<file path="config.mk">
export PLATFORM = sky130hd
export DESIGN_NAME = si_section_crc_check_classify_unit_flat
export DESIGN_NICKNAME = d
export VERILOG_FILES = /design/src/hw/rtl/sicc_pkg.sv /design/src/hw/rtl/sicc_req_if.sv /design/src/hw/rtl/sicc_rsp_if.sv /design/src/hw/rtl/sicc_in_stage.sv /design/src/hw/rtl/sicc_framer.sv /design/src/hw/rtl/sicc_out_stage.sv /design/src/hw/rtl/si_section_crc_check_classify_unit.sv /design/src/flat_wrapper.sv
export SDC_FILE = /design/constraint.sdc
export NUM_CORES = 1
export LEC_CHECK = 0
export BUFFER_PORTS_ARGS = -buffer_cell sky130_fd_sc_hd__clkbuf_2
export CORE_ASPECT_RATIO = 1.2
export CORE_MARGIN = 2
export CORE_UTILIZATION = 55
export DETAILED_ROUTE_END_ITERATION = 8
export GPL_TIMING_DRIVEN = 0
export PLACE_DENSITY = 0.85
export SLEW_MARGIN = 15
export SYNTH_ARGS = -nofsm -noshare
export SYNTH_HDL_FRONTEND = slang
export SYNTH_SLANG_ARGS = --single-unit
</file>
<file path="constraint.sdc">
create_clock -name clock -period 6.3 [get_ports clock]
set_input_delay 0.315 -clock clock [delete_from_list [all_inputs] [get_ports clock]]
set_output_delay 0.315 -clock clock [all_outputs]
set_load 0.03 [all_outputs]
</file>
<file path="src/hw/rtl/sicc_pkg.sv">
// Shared types, constants and functions for the SI section deframer and CRC check.
// No dependencies; every module of the block imports this package.
package sicc_pkg;

   localparam int unsigned BytePosWidth = 13;
   localparam int unsigned LenWidth     = 12;
   localparam int unsigned CrcWidth     = 32;

   localparam logic [CrcWidth-1:0]     CrcPoly          = 32'h04C1_1DB7;
   localparam logic [CrcWidth-1:0]     CrcInit          = 32'hFFFF_FFFF;
   localparam logic [BytePosWidth-1:0] PrefixBytes      = 13'd3;
   localparam logic [LenWidth-1:0]     MinSectionLength = 12'd4;

   localparam logic [7:0] EitFirstId = 8'h4E;
   localparam logic [7:0] EitLastId  = 8'h6F;
   localparam logic [7:0] SdtActualId = 8'h42;
   localparam logic [7:0] SdtOtherId  = 8'h46;
   localparam logic [7:0] BatId       = 8'h4A;

   typedef enum logic [1:0] {
      CLASS_EVENT_INFO   = 2'd0,
      CLASS_SERVICE_DESC = 2'd1,
      CLASS_BOUQUET      = 2'd2,
      CLASS_OTHER        = 2'd3
   } table_class_type;

   typedef struct packed {
      logic [7:0] data_byte;
      logic       buffer_start;
   } req_beat_type;

   typedef struct packed {
      logic [7:0]              tbl_id;
      table_class_type         table_class;
      logic [BytePosWidth-1:0] section_bytes;
      logic                    crc_ok;
      logic                    malformed;
   } result_type;

   // Handshake state between the stages of the pipeline.
   typedef struct packed {
      logic advance;
   } stage_ctl_type;

   // One byte of CRC-32/MPEG-2, MSB first, not reflected.
   function automatic logic [CrcWidth-1:0] crc_byte(input logic [CrcWidth-1:0] crc,
                                                    input logic [7:0] b);
      logic [CrcWidth-1:0] c;
      c = crc ^ {b, 24'h0};
      for (int i = 0; i < 8; i++) begin
         if (c[CrcWidth-1]) begin
            c = {c[CrcWidth-2:0], 1'b0} ^ CrcPoly;
         end else begin
            c = {c[CrcWidth-2:0], 1'b0};
         end
      end
      return c;
   endfunction

   function automatic table_class_type classify(input logic [7:0] tid);
      table_class_type cls;
      if (tid >= EitFirstId && tid <= EitLastId) begin
         cls = CLASS_EVENT_INFO;
      end else if (tid == SdtActualId || tid == SdtOtherId) begin
         cls = CLASS_SERVICE_DESC;
      end else if (tid == BatId) begin
         cls = CLASS_BOUQUET;
      end else begin
         cls = CLASS_OTHER;
      end
      return cls;
   endfunction

endpackage

</file>
<file path="src/hw/rtl/sicc_req_if.sv">
// Input channel of the SI section deframer: one stream byte per beat.
// No dependencies.
interface sicc_req_if;
   logic       valid;
   logic       ready;
   logic [7:0] data_byte;
   logic       buffer_start;

   modport source (output valid, output data_byte, output buffer_start, input ready);
   modport sink   (input valid, input data_byte, input buffer_start, output ready);
endinterface

</file>
<file path="src/hw/rtl/sicc_rsp_if.sv">
// Result channel of the SI section deframer: one finished section per beat.
// No dependencies.
interface sicc_rsp_if;
   logic        valid;
   logic        ready;
   logic [7:0]  tbl_id;
   logic [1:0]  table_class;
   logic [12:0] section_bytes;
   logic        crc_ok;
   logic        malformed;

   modport source (output valid, output tbl_id, output table_class,
                   output section_bytes, output crc_ok, output malformed, input ready);
   modport sink   (input valid, input tbl_id, input table_class,
                   input section_bytes, input crc_ok, input malformed, output ready);
endinterface

</file>
<file path="src/hw/rtl/sicc_in_stage.sv">
// Input register of the SI section deframer: holds one accepted stream byte.
// Depends on sicc_pkg.
module sicc_in_stage (
   input  logic                  clock,
   input  logic                  reset,
   input  logic                  req_valid,
   input  sicc_pkg::req_beat_type req_beat,
   input  logic                  advance,
   output logic                  req_ready,
   output logic                  in_valid,
   output sicc_pkg::req_beat_type in_beat
);
   import sicc_pkg::*;

   logic         valid_ff, valid_in;
   req_beat_type beat_ff;

   // The held byte leaves when the framer takes it, so a new one may enter the same cycle.
   assign req_ready = !valid_ff || advance;
   assign valid_in  = req_ready ? req_valid : valid_ff;

   always_ff @(posedge clock) begin
      if (reset) begin
         valid_ff <= 1'b0;
      end else begin
         valid_ff <= valid_in;
      end
   end

   always_ff @(posedge clock) begin
      if (req_ready && req_valid) begin
         beat_ff <= req_beat;
      end
   end

   assign in_valid = valid_ff;
   assign in_beat  = beat_ff;
endmodule

</file>
<file path="src/hw/rtl/sicc_framer.sv">
// Section framing state and byte-wide CRC-32/MPEG-2 update of the SI deframer.
// Depends on sicc_pkg.
module sicc_framer (
   input  logic                   clock,
   input  logic                   reset,
   input  sicc_pkg::stage_ctl_type ctl,
   input  sicc_pkg::req_beat_type  in_beat,
   output logic                   result_hit,
   output sicc_pkg::result_type    result
);
   import sicc_pkg::*;

   logic [BytePosWidth-1:0] pos_ff, pos_in;
   logic [LenWidth-1:0]     len_ff, len_in;
   logic [7:0]              tid_ff, tid_in;
   logic [CrcWidth-1:0]     crc_ff, crc_in;

   logic [BytePosWidth-1:0] pos;
   logic [BytePosWidth-1:0] pos_plus;
   logic [BytePosWidth-1:0] total;
   logic [LenWidth-1:0]     len_cur;
   logic [7:0]              tid_cur;
   logic [CrcWidth-1:0]     crc_base;
   logic [CrcWidth-1:0]     crc_new;
   logic                    done;
   logic                    bad;

   always_comb begin
      pos      = in_beat.buffer_start ? '0 : pos_ff;
      pos_plus = pos + 13'd1;
      tid_cur  = tid_ff;
      len_cur  = len_ff;
      crc_base = crc_ff;
      if (pos == 13'd0) begin
         crc_base = CrcInit;
         tid_cur  = in_beat.data_byte;
         len_cur  = '0;
      end else if (pos == 13'd1) begin
         len_cur = {in_beat.data_byte[3:0], 8'h00};
      end else if (pos == 13'd2) begin
         len_cur = {len_ff[11:8], in_beat.data_byte};
      end
      crc_new = crc_byte(crc_base, in_beat.data_byte);
      total   = {1'b0, len_cur} + PrefixBytes;
      // A section of length zero ends on the second length byte.
      done    = (pos >= 13'd2) && (pos_plus >= total);
      bad     = len_cur < MinSectionLength;

      result.tbl_id        = tid_cur;
      result.table_class   = classify(tid_cur);
      result.section_bytes = total;
      result.crc_ok        = !bad && (crc_new == '0);
      result.malformed     = bad;
      result_hit           = ctl.advance && done;

      pos_in = pos_ff;
      len_in = len_ff;
      tid_in = tid_ff;
      crc_in = crc_ff;
      if (ctl.advance) begin
         pos_in = done ? '0 : pos_plus;
         len_in = len_cur;
         tid_in = tid_cur;
         crc_in = done ? CrcInit : crc_new;
      end
   end

   always_ff @(posedge clock) begin
      if (reset) begin
         pos_ff <= '0;
         len_ff <= '0;
         tid_ff <= '0;
         crc_ff <= CrcInit;
      end else begin
         pos_ff <= pos_in;
         len_ff <= len_in;
         tid_ff <= tid_in;
         crc_ff <= crc_in;
      end
   end
endmodule

</file>
<file path="src/hw/rtl/sicc_out_stage.sv">
// Result register of the SI section deframer, decoupling the result consumer.
// Depends on sicc_pkg.
module sicc_out_stage (
   input  logic                clock,
   input  logic                reset,
   input  logic                load,
   input  sicc_pkg::result_type result,
   input  logic                rsp_ready,
   output logic                out_free,
   output logic                rsp_valid,
   output sicc_pkg::result_type rsp_result
);
   import sicc_pkg::*;

   logic       valid_ff, valid_in;
   result_type result_ff;

   assign out_free = !valid_ff || rsp_ready;

   always_comb begin
      valid_in = valid_ff;
      if (load) begin
         valid_in = 1'b1;
      end else if (rsp_ready) begin
         valid_in = 1'b0;
      end
   end

   always_ff @(posedge clock) begin
      if (reset) begin
         valid_ff <= 1'b0;
      end else begin
         valid_ff <= valid_in;
      end
   end

   always_ff @(posedge clock) begin
      if (load) begin
         result_ff <= result;
      end
   end

   assign rsp_valid  = valid_ff;
   assign rsp_result = result_ff;
endmodule

</file>
<file path="src/hw/rtl/si_section_crc_check_classify_unit.sv">
// SI section deframer with CRC-32/MPEG-2 check and table classification. It takes one
// stream byte per beat and sustains one byte per cycle while the result register is free
// or being taken; a section's result is computed from its last byte in the input register
// and loaded into the result register as that byte advances; one beat leaves per finished
// section. The rate is set by the byte-wide CRC update and framing logic between the input
// register and the result register. buffer_start drops any partial section and takes
// its byte as a new table id; section lengths below four are reported as malformed with
// crc_ok low. Depends on sicc_pkg and the two channel interfaces.
module si_section_crc_check_classify_unit (
   input  logic       clock,
   input  logic       reset,
   sicc_req_if.sink   req_ch,
   sicc_rsp_if.source rsp_ch
);
   import sicc_pkg::*;

   req_beat_type  req_beat;
   req_beat_type  in_beat;
   stage_ctl_type ctl;
   result_type    result;
   result_type    rsp_result;
   logic          in_valid;
   logic          out_free;
   logic          result_hit;

   assign req_beat.data_byte    = req_ch.data_byte;
   assign req_beat.buffer_start = req_ch.buffer_start;

   assign ctl.advance  = in_valid && out_free;

   sicc_in_stage u_in_stage (
      .clock     (clock),
      .reset     (reset),
      .req_valid (req_ch.valid),
      .req_beat  (req_beat),
      .advance   (ctl.advance),
      .req_ready (req_ch.ready),
      .in_valid  (in_valid),
      .in_beat   (in_beat)
   );

   sicc_framer u_framer (
      .clock      (clock),
      .reset      (reset),
      .ctl        (ctl),
      .in_beat    (in_beat),
      .result_hit (result_hit),
      .result     (result)
   );

   sicc_out_stage u_out_stage (
      .clock      (clock),
      .reset      (reset),
      .load       (result_hit),
      .result     (result),
      .rsp_ready  (rsp_ch.ready),
      .out_free   (out_free),
      .rsp_valid  (rsp_ch.valid),
      .rsp_result (rsp_result)
   );

   assign rsp_ch.tbl_id        = rsp_result.tbl_id;
   assign rsp_ch.table_class   = rsp_result.table_class;
   assign rsp_ch.section_bytes = rsp_result.section_bytes;
   assign rsp_ch.crc_ok        = rsp_result.crc_ok;
   assign rsp_ch.malformed     = rsp_result.malformed;
endmodule

</file>
<file path="src/flat_wrapper.sv">
// flat-port wrapper written by rule: the top's interface ports become plain ports
module si_section_crc_check_classify_unit_flat import sicc_pkg::*;
  (clock, reset, req_ch_valid, req_ch_data_byte, req_ch_buffer_start, req_ch_ready, rsp_ch_valid, rsp_ch_tbl_id, rsp_ch_table_class, rsp_ch_section_bytes, rsp_ch_crc_ok, rsp_ch_malformed, rsp_ch_ready);
  sicc_req_if req_ch_i ();
  sicc_rsp_if rsp_ch_i ();
  input  logic clock;
  input  logic reset;
  input wire logic [$bits(req_ch_i.valid)-1:0] req_ch_valid;
  input wire logic [$bits(req_ch_i.data_byte)-1:0] req_ch_data_byte;
  input wire logic [$bits(req_ch_i.buffer_start)-1:0] req_ch_buffer_start;
  output wire logic [$bits(req_ch_i.ready)-1:0] req_ch_ready;
  output wire logic [$bits(rsp_ch_i.valid)-1:0] rsp_ch_valid;
  output wire logic [$bits(rsp_ch_i.tbl_id)-1:0] rsp_ch_tbl_id;
  output wire logic [$bits(rsp_ch_i.table_class)-1:0] rsp_ch_table_class;
  output wire logic [$bits(rsp_ch_i.section_bytes)-1:0] rsp_ch_section_bytes;
  output wire logic [$bits(rsp_ch_i.crc_ok)-1:0] rsp_ch_crc_ok;
  output wire logic [$bits(rsp_ch_i.malformed)-1:0] rsp_ch_malformed;
  input wire logic [$bits(rsp_ch_i.ready)-1:0] rsp_ch_ready;
  assign req_ch_i.valid = req_ch_valid;
  assign req_ch_i.data_byte = req_ch_data_byte;
  assign req_ch_i.buffer_start = req_ch_buffer_start;
  assign req_ch_ready = req_ch_i.ready;
  assign rsp_ch_valid = rsp_ch_i.valid;
  assign rsp_ch_tbl_id = rsp_ch_i.tbl_id;
  assign rsp_ch_table_class = rsp_ch_i.table_class;
  assign rsp_ch_section_bytes = rsp_ch_i.section_bytes;
  assign rsp_ch_crc_ok = rsp_ch_i.crc_ok;
  assign rsp_ch_malformed = rsp_ch_i.malformed;
  assign rsp_ch_i.ready = rsp_ch_ready;
  si_section_crc_check_classify_unit u_core (.clock(clock), .reset(reset), .req_ch(req_ch_i), .rsp_ch(rsp_ch_i));
endmodule
</file>
## After elaboration in Yosys (flattened, before gate mapping)

Index checks and enable logic that the tools add are counted.

- Output and inout bits: 27
- Logic and storage cells: 71
- Register bits: 101

- Bitwise operators: 9
- Equality and inequality tests: 5
- Add/sub/neg operators: 2
- Mux-type cells: 20
- Magnitude comparators: 5
- Reductions and logical operators: 16

Operators with widths:

| cell | count |
|---|---|
| two-way mux 27 bit | 8 |
| NOT 14 bit | 8 |
| two-way mux 32 bit | 2 |
| zero test 32 bit | 1 |
| bitwise XOR 32 bit | 1 |
| two-way mux 13 bit | 2 |
| == test 8 x 7 -> 1 bit, second input constant | 3 |
| two-way mux 12 bit | 2 |
| two-way mux 8 bit | 2 |
| adder 12 x 2 -> 13 bit, second input constant | 1 |
| adder 13 x 1 -> 13 bit, second input constant | 1 |
| == test 13 x 1 -> 1 bit, second input constant | 1 |
| == test 13 x 2 -> 1 bit, second input constant | 1 |
| >= comparator 13 bit | 1 |
| >= comparator 13 x 2 -> 1 bit, second input constant | 1 |
| zero test 13 bit | 1 |
| less-than comparator 12 x 3 -> 1 bit, second input constant | 1 |
| >= comparator 8 x 7 -> 1 bit, second input constant | 1 |
| less-or-equal comparator 8 x 7 -> 1 bit, second input constant | 1 |
| logical AND 1 bit | 6 |
| two-way mux 1 bit | 4 |
| zero test 1 bit | 3 |
| logical OR 1 bit | 3 |
| nonzero test 2 bit | 1 |
| OR reduction 2 bit | 1 |

## Longest topological paths before layout

Gate-level depths: netlist of the first run.

- Word-level depth: 22
- Mapped depth: 22
- Mapped depth without buffers: 18

## Cells and area by module

From an unflattened synthesis of the first run, not the netlist that was laid out.

- Cells, all modules: 763
- Area, all modules: 6686.4 µm²

Modules (own cells, without submodules):

| module | area an instance (µm²) | instances | seq. area each (µm²) | cells each |
|---|---|---|---|---|
| sicc_framer | 5557.8 | 1 | 1301.2 | 719 |
| sicc_out_stage | 797.0 | 1 | 770.7 | 29 |
| sicc_in_stage | 325.3 | 1 | 290.3 | 14 |
| si_section_crc_check_classify_unit | 6.3 | 1 | 0.0 | 1 |

## Worst setup path after synthesis of the first run

Ideal clock, no wire load.

- Path kind: reg2reg
- Start point: register u_core.u_framer.pos_ff[4]
- End point: register u_core.u_framer.crc_ff[17]
- Arrival time: 6.532 ns
- Clock period less this slack: 6.611 ns
- Slack: -0.311 ns
- Data required time: 6.221 ns
- Stages on the path, launching flop included: 21
- Path through: dfxtp_1 > nor4_4 > nand4_1 > buf_2 > buf_1 > mux2i_1 > nand2b_1 > ha_1 > nand4b_1 > or3b_1 > or4_1 > xor2_1 > ha_1 > o21a_1 > o21ai_0 > a21oi_1 > o21ai_0 > a211oi_1 > nor2_1 > clkbuf_1 > o211ai_1

RTL lines:

| item | RTL line | RTL |
|---|---|---|
| start: declaration | sicc_framer.sv:13 | `logic [BytePosWidth-1:0] pos_ff, pos_in;` |
| start signal: assignment | sicc_framer.sv:75 | `pos_ff <= pos_in;` |
| end signal: assignment | sicc_framer.sv:73 | `crc_ff <= CrcInit;` |
| end signal: assignment | sicc_framer.sv:78 | `crc_ff <= crc_in;` |
| end: declaration | sicc_framer.sv:16 | `logic [CrcWidth-1:0] crc_ff, crc_in;` |

==> out/qor.txt, run 1 <==
HP Start -> req_ch_data_byte[1]
Largest cells by area after synthesis -> dfxtp_1 21%, edfxtp_1 16%, xnor2_1 9.6%
Io pins -> 40
Cell Area, Synth -> 6370 µm²
Fin Clk Skew -> 11.2 ps
Final GP Congestion -> 0.992
Cell variety after synth -> 61
Rows -> 43
Pin count of the biggest net entering global routing -> 19
Tcrit/Tclk final -> 0.931
Final setup violation count -> 0
Ys async rst share -> 0
Most common cell after layout, fill and taps aside -> nand2_1
Multi-input gate area -> 3740 µm²
Crit path capture type -> register
Synth-to-Final Area Change -> 11.8%
Skew-Pair Late Insertion Delay -> 360 ps
CORE AREA -> 11,400 µm²
Max cap viols -> 0
YS warnings -> 0
RR Startpoint -> u_core.u_framer.pos_ff[4]
# diodes -> 0
Routed Antenna Nets -> 0
Die Span X -> 102 µm
CTS HTree Levels -> 3
Slew HR -> 0.432
CP max FO -> 11
Port bufs -> 38
Highest Clock Rate -> 0.171 GHz
First-pass DRT Iterations -> 7
Unrepaired setup endpoints after global routing -> false
Peak VDD IR -> 0.156 mV
Worst Max-Slew Pin Slew -> 841 ps
Nets@finish -> 802
Clock slew at reported path FFs -> 80 ps
Vias in the first global route -> 5,296
Pleak -> 2.82 nW
Startpoint Class -> register
Final slew viol count -> 0
Mean post-synth cell area -> 8.79 µm²
Routed WL per cell -> 17.9 µm
Most used DFF post-synth -> dfxtp_1
Initial DRC Count -> 420
Yosys reg bits -> 101
R2R Setup Slk -> 440 ps
Bufs on Longest Clock Path -> 2
Die area -> 12,500 µm²
Die height -> 122 µm
Share of cells above drive strength 1 -> 0.108
Vias per cell -> 5.86
Post-synth EDFFs -> 34
R2R cell count -> 20
Setup CP Type -> reg -> reg
TritonCTS buffer count -> 9
FF+latch area -> 2360 µm²
R2R Path End -> u_core.u_framer.crc_ff[21]
Register area share after synthesis -> 0.371
CP arrival -> 6130 ps
GRT Resource Usage Total -> 0.279
Hold EP -> u_core.u_in_stage.in_beat[2]
Initial antenna violation count -> 0
CTS tree -> done
DRC viols -> 0
CP required -> 6560 ps
Clk sinks -> 101
Post-DP HPWL -> 12,300 µm
Vias -> 5,489
Run status -> completed
Post-Syn Instances -> 724
WL final -> 16,700 µm
First-pass GRT wire length -> 26,500 µm
Mapped Nets -> 752
Fin Setup TNS -> 0 ps
Synth top area share -> 0.211
Dpl ws -> 311 ps
Hold Crit Depth -> 1
Synth area leader -> dfxtp_1
Commonest non-fill, non-tap cells in the layout -> 102 x nand2_1, 79 x nor2_1, 70 x xnor2_1
Tightest Hold Check Type -> in -> reg
Root Driver -> clkbuf_16
Setup WS post-layout -> 436 ps
PD cells -> 254 nW/µm²
Final period demand of the worst path -> 5860 ps
Final Hold Fails -> 0
Fill count -> 962
Initial Utilization -> 0.558
Grt total ovfl -> 0
[cells by family after synthesis]
logic type      share of synthesized area
compound gates                      0.119
xor+xnor                            0.203
fa+ha+maj                          0.0295
buf+inv                            0.0436
flops                               0.371
mux                                0.0305
simple gates                        0.203
[per-stage QoR]
step | hold WS, ps | util | cell area, µm² | power [mW] | std cells
after global placement | 458 | 0.593 | 6760 | 1.18 | 919
after CTS | 134 | 0.623 | 7110 | 1.80 | 936
after detailed placement | 465 | 0.595 | 6780 | 1.19 | 920
final | 135 | 0.624 | 7120 | 1.81 | 936
after global routing | 140 | 0.624 | 7120 | 1.87 | 936
after floorplan | 414 | - | 6370 | 1.09 | 724
[power by group]
| group | internal, mW | switching [mW] |
|---|---|---|
| combinational | 0.194 | 0.274 |
| clock | 0.354 | 0.262 |
| sequential | 0.701 | 0.0217 |
| total | 1.25 | 0.557 |
[worst max-delay path, stage by stage (launching register included)]
cell and delay [ps]:
dfxtp_1 370, nor4_4 460, nand4_1 220, buf_2 250, buf_1 270, mux2i_1 180, nand2b_1 260, ha_1 280
nand4b_1 220, or3b_1 460, or4_1 490, xor2_1 180, ha_1 320, o21a_1 130, o21ai_0 70, a21oi_1 120
o21ai_0 150, a211oi_4 760, nor2_2 150, clkbuf_2 280, o211ai_1 150
[layout make-up]
type                       count  area share
multi-input combinational    551       0.526
sequential                   101       0.332
clock buffer                   9      0.0316
timing repair buffer          39      0.0288
buffer                        50      0.0280
tap                          157      0.0276
clock inverter                 7      0.0146
inverter                      22      0.0116
[how the worst max path moves through the flow]
| stage | startpoint | end | depth (start not counted) | slack (ps) |
|---|---|---|---|---|
| after floorplan | u_core.u_framer.pos_ff[4] | u_core.u_framer.crc_ff[17] | 20 | 630 |
| after global placement | u_core.u_framer.pos_ff[8] | u_core.u_framer.crc_ff[14] | 20 | -760 |
| after detailed placement | u_core.u_framer.pos_ff[8] | u_core.u_framer.crc_ff[21] | 21 | 310 |
| after CTS | u_core.u_framer.pos_ff[8] | u_core.u_framer.crc_ff[21] | 21 | 220 |
| after global routing | u_core.u_framer.pos_ff[8] | u_core.u_framer.crc_ff[16] | 21 | 70 |
| final | u_core.u_framer.pos_ff[4] | u_core.u_framer.crc_ff[21] | 20 | 440 |
[state kept, by name, indices dropped and copies added (netlist names)]
name	cells
u_core.u_framer.len_ff	12
u_core.u_out_stage.rsp_result	25
u_core.u_in_stage.in_valid	1
u_core.u_out_stage.rsp_valid	1
u_core.u_framer.pos_ff	13
u_core.u_in_stage.in_beat	9
u_core.u_framer.crc_ff	32
u_core.u_framer.tid_ff	8
[routing by layer]
metal | global-route usage | vias up | part of all wire | wire length [µm]
met5 | 0 | - | 0 | 0
met4 | 0.165 | 0 | 0.056 | 933
met3 | 0.0488 | 75 | 0.077 | 1290
met2 | 0.461 | 253 | 0.49 | 8180
met1 | 0.337 | 2568 | 0.38 | 6340
li1 | - | 2593 | - | -
[repair_timing]
item,4_1_cts,5_1_grt
buffers inserted,0,0
resized for setup,0,7
hold buffers,0,0
endpoints found under the hold margin,0,0
setup endpoints to repair,0,30
[synthesized netlist by cell type (15+ instances only)]
| cell | n |
|---|---|
| edfxtp_1 | 34 |
| mux2i_1 | 16 |
| xnor2_1 | 70 |
| clkbuf_1 | 38 |
| dfxtp_1 | 67 |
| nand2_1 | 102 |
| o211ai_1 | 28 |
| xor2_1 | 51 |
| nor2_1 | 80 |
| inv_1 | 20 |
| ha_1 | 15 |
| nand3_1 | 21 |
| a21oi_1 | 32 |
Power figures use the tool's default switching activity.
==> run 2: changes to the inputs <==
--- a/config.mk
+++ b/config.mk
@@ -6,12 +6,14 @@
 export NUM_CORES = 1
 export LEC_CHECK = 0
 export BUFFER_PORTS_ARGS = -buffer_cell sky130_fd_sc_hd__clkbuf_2
+export CELL_PAD_IN_SITES_DETAIL_PLACEMENT = 2
+export CELL_PAD_IN_SITES_GLOBAL_PLACEMENT = 2
 export CORE_ASPECT_RATIO = 1.2
 export CORE_MARGIN = 2
-export CORE_UTILIZATION = 55
+export CORE_UTILIZATION = 35
 export DETAILED_ROUTE_END_ITERATION = 8
 export GPL_TIMING_DRIVEN = 0
-export PLACE_DENSITY = 0.85
+export PLACE_DENSITY = 0.86
 export SLEW_MARGIN = 15
 export SYNTH_ARGS = -nofsm -noshare
 export SYNTH_HDL_FRONTEND = slang
==> run 2 against run 1 <==
Cell area rose by 1.4%. Clock skew is 1.7 ps higher. Sequential power is essentially flat. Die area grew 55%. Utilization shrank 22 points. Via count rose by 0.56%. Count of clock-buffer cells in the layout grew 1. Critical path type unchanged. Combinational power is 6.6% higher. Non-clock buffer count increased by 3. Largest power group unchanged. Register-to-register slack hardly changed. Flip-flop and latch count is the same. Clock power fell by 1%.
==> out/qor.txt, run 2 (synthesis results as in run 1) <==
Final Hold Fails -> 0
FF+latch area -> 2360 µm²
Fill count -> 2,037
Flop pwr share -> 0.395
Port bufs -> 38
Finished Layout Cells -> 1,006
Clk sinks -> 101
Final slew viol count -> 0
Root Driver -> clkbuf_16
Nets@finish -> 805
PD cells -> 254 nW/µm²
Total power -> 1.83 mW
Bufs on Longest Clock Path -> 2
Grt total ovfl -> 0
Final setup violation count -> 0
Vias in the first global route -> 6,089
Top reg by flops -> u_core.u_framer.crc_ff
First-pass GRT wire length -> 35,600 µm
CTS tree -> done
Switch share -> 0.324
Worst Max-Slew Pin Slew -> 865 ps
Routed Antenna Nets -> 0
Unrepaired setup endpoints after global routing -> false
Run status -> completed
Clock share of power -> 0.333
Die area -> 19,300 µm²
Clock slew at reported path FFs -> 70 ps
Crit-path max cell delay -> 480 ps
Combinational power share -> 0.272
Max cap viols -> 0
First-pass DRT Iterations -> 4
Crit path capture type -> register
Pleak -> 2.83 nW
Initial Utilization -> 0.353
Initial antenna violation count -> 0
Io pins -> 40
CP required -> 6610 ps
Fin Clk Skew -> 12.9 ps
Highest Clock Rate -> 0.171 GHz
Fin Setup TNS -> 0 ps
Final Cell Area -> 7210 µm²
Vias -> 5,520
Post-DP HPWL -> 16,900 µm
Peak VDD IR -> 0.148 mV
CORE AREA -> 18,000 µm²
Crit-path cells -> nor4_4 > nand4_1 > buf_2 > buf_1 > mux2i_1 > nand2b_1 > ha_1 > nand4b_1 > or3b_1 > or4_1 > xor2_1 > ha_1 > nand4_1 > nor2_1 > a21oi_1 > a21oi_1 > a41oi_1 > clkbuf_1 > and2_1 > a22oi_1 > nor2_1
Share of cells above drive strength 1 -> 0.109
Synth-to-Final Area Change -> 13.3%
Commonest non-fill, non-tap cells in the layout -> 102 x nand2_1, 79 x nor2_1, 70 x xnor2_1
Sw Pwr -> 0.594 mW
# diodes -> 0
Vias per cell -> 5.49
WL final -> 22,900 µm
CTS HTree Levels -> 3
Tcrit/Tclk final -> 0.930
Tightest Hold Check Type -> in -> reg
Rows -> 54
Most common cell after layout, fill and taps aside -> nand2_1
Post-CTS Hold Fix Bufs -> 0
DRC viols -> 0
TritonCTS buffer count -> 9
Final GP Congestion -> 0.898
Placed inst area -> 6870 µm²
Slowest cell on crit path -> or4_1
CP arrival -> 6170 ps
Max reg flops -> 32
Routed WL per cell -> 22.8 µm
Multi-input gate area -> 3750 µm²
Die height -> 152 µm
Final period demand of the worst path -> 5860 ps
CP max FO -> 10
Slew HR -> 0.421
Skew-Pair Late Insertion Delay -> 380 ps
GRT Resource Usage Total -> 0.248
Internal cell power -> 1.24 mW
Pin count of the biggest net entering global routing -> 16
Die Span X -> 127 µm
Startpoint Class -> register
Setup CP Type -> reg -> reg
Hold slack -> 111 ps
DP Cell Count -> 987
Initial DRC Count -> 217
[run 2: path summary, 6_finish.rpt]
| path | startpoint | to | slack (ps) | cells past startpoint |
|---|---|---|---|---|
| worst max-delay path | u_core.u_framer.pos_ff[7] | u_core.u_framer.pos_ff[11] | 440 | 21 |
| worst min register to register | u_core.u_framer.crc_ff[15] | u_core.u_framer.crc_ff[15] | 490 | 2 |
| worst max register to register | u_core.u_framer.pos_ff[7] | u_core.u_framer.pos_ff[11] | 440 | 21 |
| worst min-delay path | req_ch_data_byte[3] | u_core.u_in_stage.in_beat[4] | 110 | 1 |
[run 2: metal layers]
layer / GRT usage / routed length (µm) / up-vias / part of all wire
met5: 0 / 0 / - / 0
li1: - / - / 2596 / -
met3: 0.0330 / 813 / 38 / 0.035
met4: 0.136 / 856 / 0 / 0.037
met1: 0.268 / 8950 / 2785 / 0.39
met2: 0.467 / 12300 / 101 / 0.54
[run 2: power by group through the flow]
stage / registers, mW / clock network [mW] / logic, mW
finish: 0.725 / 0.610 / 0.498
global route: 0.728 / 0.645 / 0.535
CTS: 0.725 / 0.619 / 0.497
floorplan: 0.731 / 0 / 0.362
global placement: 0.738 / 0 / 0.471
detailed placement: 0.740 / 0 / 0.491
[run 2: what timing repair did]
action	4_1_cts	5_1_grt
endpoints found under the setup margin	30	32
gates resized for setup	3	9
buffers inserted	1	2
pin swaps	1	2
[run 2: worst max-delay path, delay by kind of cell, from the launching register on]
kind,cells,cell delay (ps)
mux,1,170
fa+ha+maj,2,620
flops,1,380
simple gates,10,2610
buf+inv,3,990
xor+xnor,1,190
compound gates,4,820
[run 2: per-stage QoR]
| stage | setup WS [ps] | util |
|---|---|---|
| 2_1_floorplan | 632 | - |
| 3_3_place_gp | -1110 | 0.379 |
| 3_5_place_dp | -250 | 0.381 |
| 4_1_cts | 129 | 0.398 |
| 5_1_grt | 40.8 | 0.400 |
| 6_report | 442 | 0.400 |
[run 2: final cells by class]
type,instances,share of cell area
Buffer,50,0.0286
Clock buffer,10,0.0317
Inverter,22,0.0114
Clock inverter,6,0.0108
Sequential cell,101,0.327
Timing Repair Buffer,42,0.0316
Multi-Input combinational cell,551,0.520
Tap cell,224,0.0388
